[src/design/scic_pkg.sv]
// Package for the stepper circle interpolator: widths, quadrant codes and item types.
// Depends on nothing; imported by every module of the block.
package scic_pkg;

    localparam int COORD_WIDTH  = 16;
    localparam int RADIUS_WIDTH = 14;
    // Squared radius terms at full precision, with room for sign and carries.
    localparam int SQ_WIDTH     = 2 * COORD_WIDTH + 3;

    localparam logic [RADIUS_WIDTH-1:0] RADIUS_RESET = RADIUS_WIDTH'(4000);

    typedef logic signed [COORD_WIDTH-1:0] t_coord;
    typedef logic [RADIUS_WIDTH-1:0]       t_radius;

    typedef enum logic [1:0] {
        QUAD_1,
        QUAD_2,
        QUAD_3,
        QUAD_4
    } t_quadrant;

    typedef struct packed {
        logic draw_enable;
        logic a_pending;
        logic b_pending;
    } t_in_item;

    typedef struct packed {
        logic step_a;
        logic step_b;
        logic dir_a;
        logic dir_b;
        logic motors_on;
    } t_out_item;

    typedef struct packed {
        t_coord    pos_a;
        t_coord    pos_b;
        t_quadrant quadrant;
    } t_track_state;

endpackage

[src/design/scic_step_select.sv]
// Combinational step decision: quadrant directions, radial errors and the chosen step.
// Depends on scic_pkg.
module scic_step_select (
    input  scic_pkg::t_in_item     i_item,
    input  scic_pkg::t_track_state i_state,
    input  scic_pkg::t_radius      i_radius,
    output scic_pkg::t_out_item    o_result,
    output scic_pkg::t_track_state o_next_state
);
    import scic_pkg::*;

    localparam logic signed [SQ_WIDTH-1:0] ONE_SQ = SQ_WIDTH'(1);

    logic signed [COORD_WIDTH-1:0] a;
    logic signed [COORD_WIDTH-1:0] b;
    logic signed [SQ_WIDTH-1:0]    a_ext;
    logic signed [SQ_WIDTH-1:0]    b_ext;
    logic [2*COORD_WIDTH-1:0]      a_sq;
    logic [2*COORD_WIDTH-1:0]      b_sq;
    logic [2*RADIUS_WIDTH-1:0]     r_sq;
    logic signed [SQ_WIDTH-1:0]    sq_miss;
    logic signed [SQ_WIDTH-1:0]    term_a;
    logic signed [SQ_WIDTH-1:0]    term_b;
    logic [SQ_WIDTH-1:0]           err_a;
    logic [SQ_WIDTH-1:0]           err_b;
    logic [SQ_WIDTH-1:0]           err_ab;
    logic                          dir_a;
    logic                          dir_b;
    logic                          take_a;
    logic                          take_b;
    t_quadrant                     quad_next;
    t_coord                        na;
    t_coord                        nb;

    function automatic logic [SQ_WIDTH-1:0] abs_err(input logic signed [SQ_WIDTH-1:0] v);
        return v[SQ_WIDTH-1] ? SQ_WIDTH'(-v) : SQ_WIDTH'(v);
    endfunction

    assign a     = i_state.pos_a;
    assign b     = i_state.pos_b;
    assign a_ext = SQ_WIDTH'(a);
    assign b_ext = SQ_WIDTH'(b);

    // Directions of the current quadrant and the move to the next one.
    always_comb begin
        dir_a     = 1'b0;
        dir_b     = 1'b0;
        quad_next = i_state.quadrant;
        unique case (i_state.quadrant)
            QUAD_1: begin
                if (a == '0) quad_next = QUAD_2;
            end
            QUAD_2: begin
                dir_b = 1'b1;
                if (b == '0) quad_next = QUAD_3;
            end
            QUAD_3: begin
                dir_a = 1'b1;
                dir_b = 1'b1;
                if (a == '0) quad_next = QUAD_4;
            end
            QUAD_4: begin
                dir_a = 1'b1;
                if (b == '0) quad_next = QUAD_1;
            end
        endcase
    end

    // Squares of the present position and of the radius, in parallel.
    assign a_sq    = a * a;
    assign b_sq    = b * b;
    assign r_sq    = i_radius * i_radius;
    assign sq_miss = $signed(SQ_WIDTH'(a_sq) + SQ_WIDTH'(b_sq) - SQ_WIDTH'(r_sq));

    // Change of a squared coordinate for one step: (x+1)^2 - x^2 or (x-1)^2 - x^2.
    assign term_a = dir_a ? (a_ext + a_ext + ONE_SQ) : (ONE_SQ - a_ext - a_ext);
    assign term_b = dir_b ? (ONE_SQ - b_ext - b_ext) : (b_ext + b_ext + ONE_SQ);

    assign err_a  = abs_err(sq_miss + term_a);
    assign err_b  = abs_err(sq_miss + term_b);
    assign err_ab = abs_err(sq_miss + term_a + term_b);

    // Nearest candidate wins; ties go to a only, then b only.
    always_comb begin
        take_a = 1'b1;
        take_b = 1'b1;
        priority if (err_a <= err_b && err_a <= err_ab) begin
            take_b = 1'b0;
        end else if (err_b <= err_a && err_b <= err_ab) begin
            take_a = 1'b0;
        end else begin
            take_a = 1'b1;
            take_b = 1'b1;
        end
    end

    assign na = dir_a ? t_coord'(a + COORD_WIDTH'(1)) : t_coord'(a - COORD_WIDTH'(1));
    assign nb = dir_b ? t_coord'(b - COORD_WIDTH'(1)) : t_coord'(b + COORD_WIDTH'(1));

    // Result item and new tracking state for this tick.
    always_comb begin
        o_result     = '0;
        o_next_state = i_state;
        priority if (!i_item.draw_enable) begin
            o_next_state.pos_a    = t_coord'(i_radius);
            o_next_state.pos_b    = '0;
            o_next_state.quadrant = QUAD_1;
        end else if (!i_item.a_pending && !i_item.b_pending) begin
            o_result.step_a       = take_a;
            o_result.step_b       = take_b;
            o_result.dir_a        = dir_a;
            o_result.dir_b        = dir_b;
            o_result.motors_on    = 1'b1;
            o_next_state.quadrant = quad_next;
            if (take_a) o_next_state.pos_a = na;
            if (take_b) o_next_state.pos_b = nb;
        end else begin
            // A step is still pending: idle item, position and quadrant kept.
            o_next_state = i_state;
        end
    end

endmodule

[config.mk]
export PLATFORM = sky130hd
export DESIGN_NAME = scic_step_select
export DESIGN_NICKNAME = d
export VERILOG_FILES = /design/src/design/scic_pkg.sv /design/src/design/scic_step_select.sv
export SDC_FILE = /design/constraint.sdc
export NUM_CORES = 2
export LEC_CHECK = 0
export ABC_AREA = 1
export BUFFER_PORTS_ARGS = -buffer_cell sky130_fd_sc_hd__buf_2
export CORE_MARGIN = 2
export CORE_UTILIZATION = 40
export DETAILED_ROUTE_END_ITERATION = 10
export GPL_TIMING_DRIVEN = 0
export SETUP_SLACK_MARGIN = 0.4
export SLEW_MARGIN = 20
export SYNTH_ARGS = -nofsm -noshare
export SYNTH_HDL_FRONTEND = slang
export SYNTH_SLANG_ARGS = --single-unit
[constraint.sdc]
create_clock -name vclk -period 22.7
set_clock_uncertainty 0.1 [all_clocks]
set_input_delay 3.405 -clock vclk [all_inputs]
set_output_delay 3.405 -clock vclk [all_outputs]
set_load 0.03 [all_outputs]
# --- Yosys cells after proc, flatten, opt, wreduce, memory -nomap -nowiden ---
# Cells that the tools add are included.
word_totals:
  reg_bits: 0
  input_bits: 51
  elab_cells: 63
op_classes:
  add_sub_neg: 20
  mul: 3
  order_cmp: 4
  eq_ne: 3
  mux: 23
  n_reduce_logical: 10
op_table:
  columns: ["op", "n"]
  rows:
  - ["$mux 35", 5]
  - ["$le 35x35->1", 4]
  - ["$neg 35->35", 3]
  - ["$add 34x35->35", 2]
  - ["$mux 34", 2]
  - ["$mul 16x16->32", 2]
  - ["$mux 16", 4]
  - ["$add 17x2->18 const B", 2]
  - ["$sub 17x16->18", 2]
  - ["$add 35x35->35", 1]
  - ["$add 16x16->17", 2]
  - ["$sub 2x16->17 const A", 2]
  - ["$sub 33x28->34", 1]
  - ["$add 32x32->33", 1]
  - ["$add 16x2->16 const B", 2]
  - ["$logic_not 16->1", 2]
  - ["$sub 16x2->16 const B", 2]
  - ["$mul 14x14->28", 1]
  - ["$mux 5", 2]
  - ["$mux 2", 4]
  - ["$pmux 2 s4", 1]
  - ["$mux 1", 5]
  - ["$eq 2x2->1 const B", 2]
  - ["$reduce_or 2->1", 2]
  - ["other kinds (4)", 7]

# --- Logic depth before layout (Yosys ltp) ---
logic_depth:
  word_depth: 15
  mapped_depth: 101

# --- Least setup slack after synthesis ---
# OpenSTA, ideal clock, no wires.
synth_path:
  kind: "in2out"
  from: "input port i_state[20] (netlist bit)"
  to: "output port o_next_state[7] (netlist bit)"
  t_arrival_ns: 17.981
  t_required_ns: 19.195
  setup_slack_ns: 1.214
  path_stages: 82
  path_buffers: 4
  path_cell_list: "clkbuf_1 buf_1 nand2_1 fa_1 fa_1 fa_1 fa_1 inv_1 fa_1 inv_1 fa_1 inv_1 ha_1 a21oi_1 a21boi_0 xnor2_1 fa_1 fa_1 [... 46 more ...] nor2_1 nand2_1 nor4_1 nor2_1 nand3_1 nand2_1 nand2_1 nand2_1 nand2_1 nand3_1 nand2_1 nand3_1 nand2_2 nand3_2 nand2_4 nand2_4 buf_4 a21oi_1"
synth_rtl:
  columns: ["item", "line_no", "source"]
  rows:
  - ["start: declaration", "scic_step_select.sv:5", "input scic_pkg::t_track_state i_state,"]
  - ["end: declaration", "scic_step_select.sv:8", "output scic_pkg::t_track_state o_next_state"]

==> out/metrics.csv <==
metric,value,unit
drtPass1Iterations,5,
synth_fp_nets,7041,
die_w,323,µm
drv_slew,0,
period_share,97.8,%
cpPeakStageDelay,0.55,ns
start_util,40.2,%
drc,0,
design.seq.count,0,
wire_per_inst,17.7,µm
maxSlewHeadroom,14.8,%
grt_overflow,0,
via_count,36716,
antenna_found_initial,4,
status,finished clean,
hold_class,input port to output pin,
dp_hpwl,113,mm
cp.required,19.19,ns
viasPerCell,4.96,
crit_path_frequent_cell,fa_1,
critPathKind,input port to output pin,
die_y,323,µm
grt_pass1_vias,37033,
grt_pass1_wl,204,mm
drive_above_1_share,12.9,%
fin_tns_setup,0,ns
rsz0062_at_grt,true,
min_period,22.20,ns
fillers,10278,
row_count,117,
drtIter0Drc,2361,
io_buffers,88,
io_pins,90,
nClkBuffers,0,
synth_area,40700,µm²
gp_congestion,0.958,
core-area,101000,µm²
min_path_cells,4,
grt_max_degree,36,
ff_latch_area,0,µm²
syn_inst,5817,
crit_path_top_delay_cell,fa_1,
crit_fanout,7,
fin_nets,7253,
fmax,45.0,MHz
cp-start-kind,input port,
area_growth_syn_to_layout,15.0,%
setup_viol,0,
worst_pin_slew,1.28,ns
ys_seq_area_share,0,%
maxCapViolCount,0,
yosysWarnings,0,
multiInputGateArea,36500,µm²
final_core_util,46.2,%
avgSynthCellArea,7.00,µm²
ys_types,64,
hold_ws,7.18,ns
finalHoldViolCount,0,
totalWireLength,131,mm
dieArea,104000,µm²
drtAntennaViolNets,0,
worstSetupEndpointType,output pin,
grt_util_all_layers,25.2,%
crit_arrival,18.69,ns
## final cells by class
| class | count | area share [%] |
|---|---|---|
| diodes | 1 | 0.00534 |
| plain buffers | 108 | 2.16 |
| inverters | 1592 | 12.8 |
| multi-input cells | 4118 | 77.9 |
| well taps | 1368 | 3.65 |
| repair buffers | 209 | 3.41 |
## path summary, 6_finish.rpt
kind         from               end  slack [ns]
max   i_state[24]  o_next_state[24]        0.50
min   i_radius[9]  o_next_state[27]        7.18
## cell usage in the layout (no fill, tap or decap), types with 82 or more instances in the layout
cell type and n:
fa_1 656, buf_4 131, ha_1 454, o21ai_0 112, nand3_1 161, a21oi_1 240
nor2_1 304, xor2_1 165, inv_1 1521, nand2_2 82, xnor2_1 94, nand2_1 1246
## critical path, delay by kind of cell
family          cells  cell delay [ns]
compound gates     15             2.47
xor+xnor            4             1.26
fa+ha+maj          17             6.92
buf+inv            23             1.77
simple gates       31             2.72
## cells by family after synthesis
group                    after synthesis  synth area share (%)
multiplexers                           1                0.0276
XOR/XNOR                             300                  6.54
buffers and inverters               1700                  16.1
AND/OR/NAND/NOR                     2100                  21.7
AO/OA/AOI/OAI                        543                  7.44
adder cells (fa/ha/maj)             1173                  48.2
## layer usage
layer,up-vias,wire (µm),global-route usage [%]
met5,-,0,0
met4,0,4210,6.23
met3,192,9020,2.66
met2,1085,60700,42.2
met1,17622,56800,34.7
li1,17817,-,-
## stage by stage
step	area (µm²)	cells	setup WS [ns]
2_1_floorplan	40700	5817	1.21
3_3_place_gp	42900	7273	-3.08
3_5_place_dp	42900	7273	-3.09
4_1_cts	45400	7349	0.402
5_1_grt	46900	7395	-0.138
6_report	46900	7396	0.501
## Yosys cell counts (15+ instances only)
library cell	count	area (µm²)
a21o_1	19	143
a21oi_1	278	1390
a31oi_1	24	150
clkbuf_1	65	244
fa_1	661	13200
ha_1	512	6410
inv_1	1573	5900
nand2_1	1332	5000
nand2_2	29	181
nand3_1	182	911
nand3b_1	34	255
nand4_1	45	282
nor2_1	342	1280
nor3_1	53	265
o21ai_0	133	666
o21bai_1	15	113
xnor2_1	104	911
xor2_1	191	1670
## timing repair
item,4_1_cts,5_1_grt
resized for setup,427,310
pin swaps,111,144
cloned,2,0
hold buffers,0,0
buffers inserted,74,46
endpoints found under the setup margin,34,34
Power is left out: the tool's default activity adds up to more than one toggle a clock period on the data nets, which glitch-free logic cannot reach.
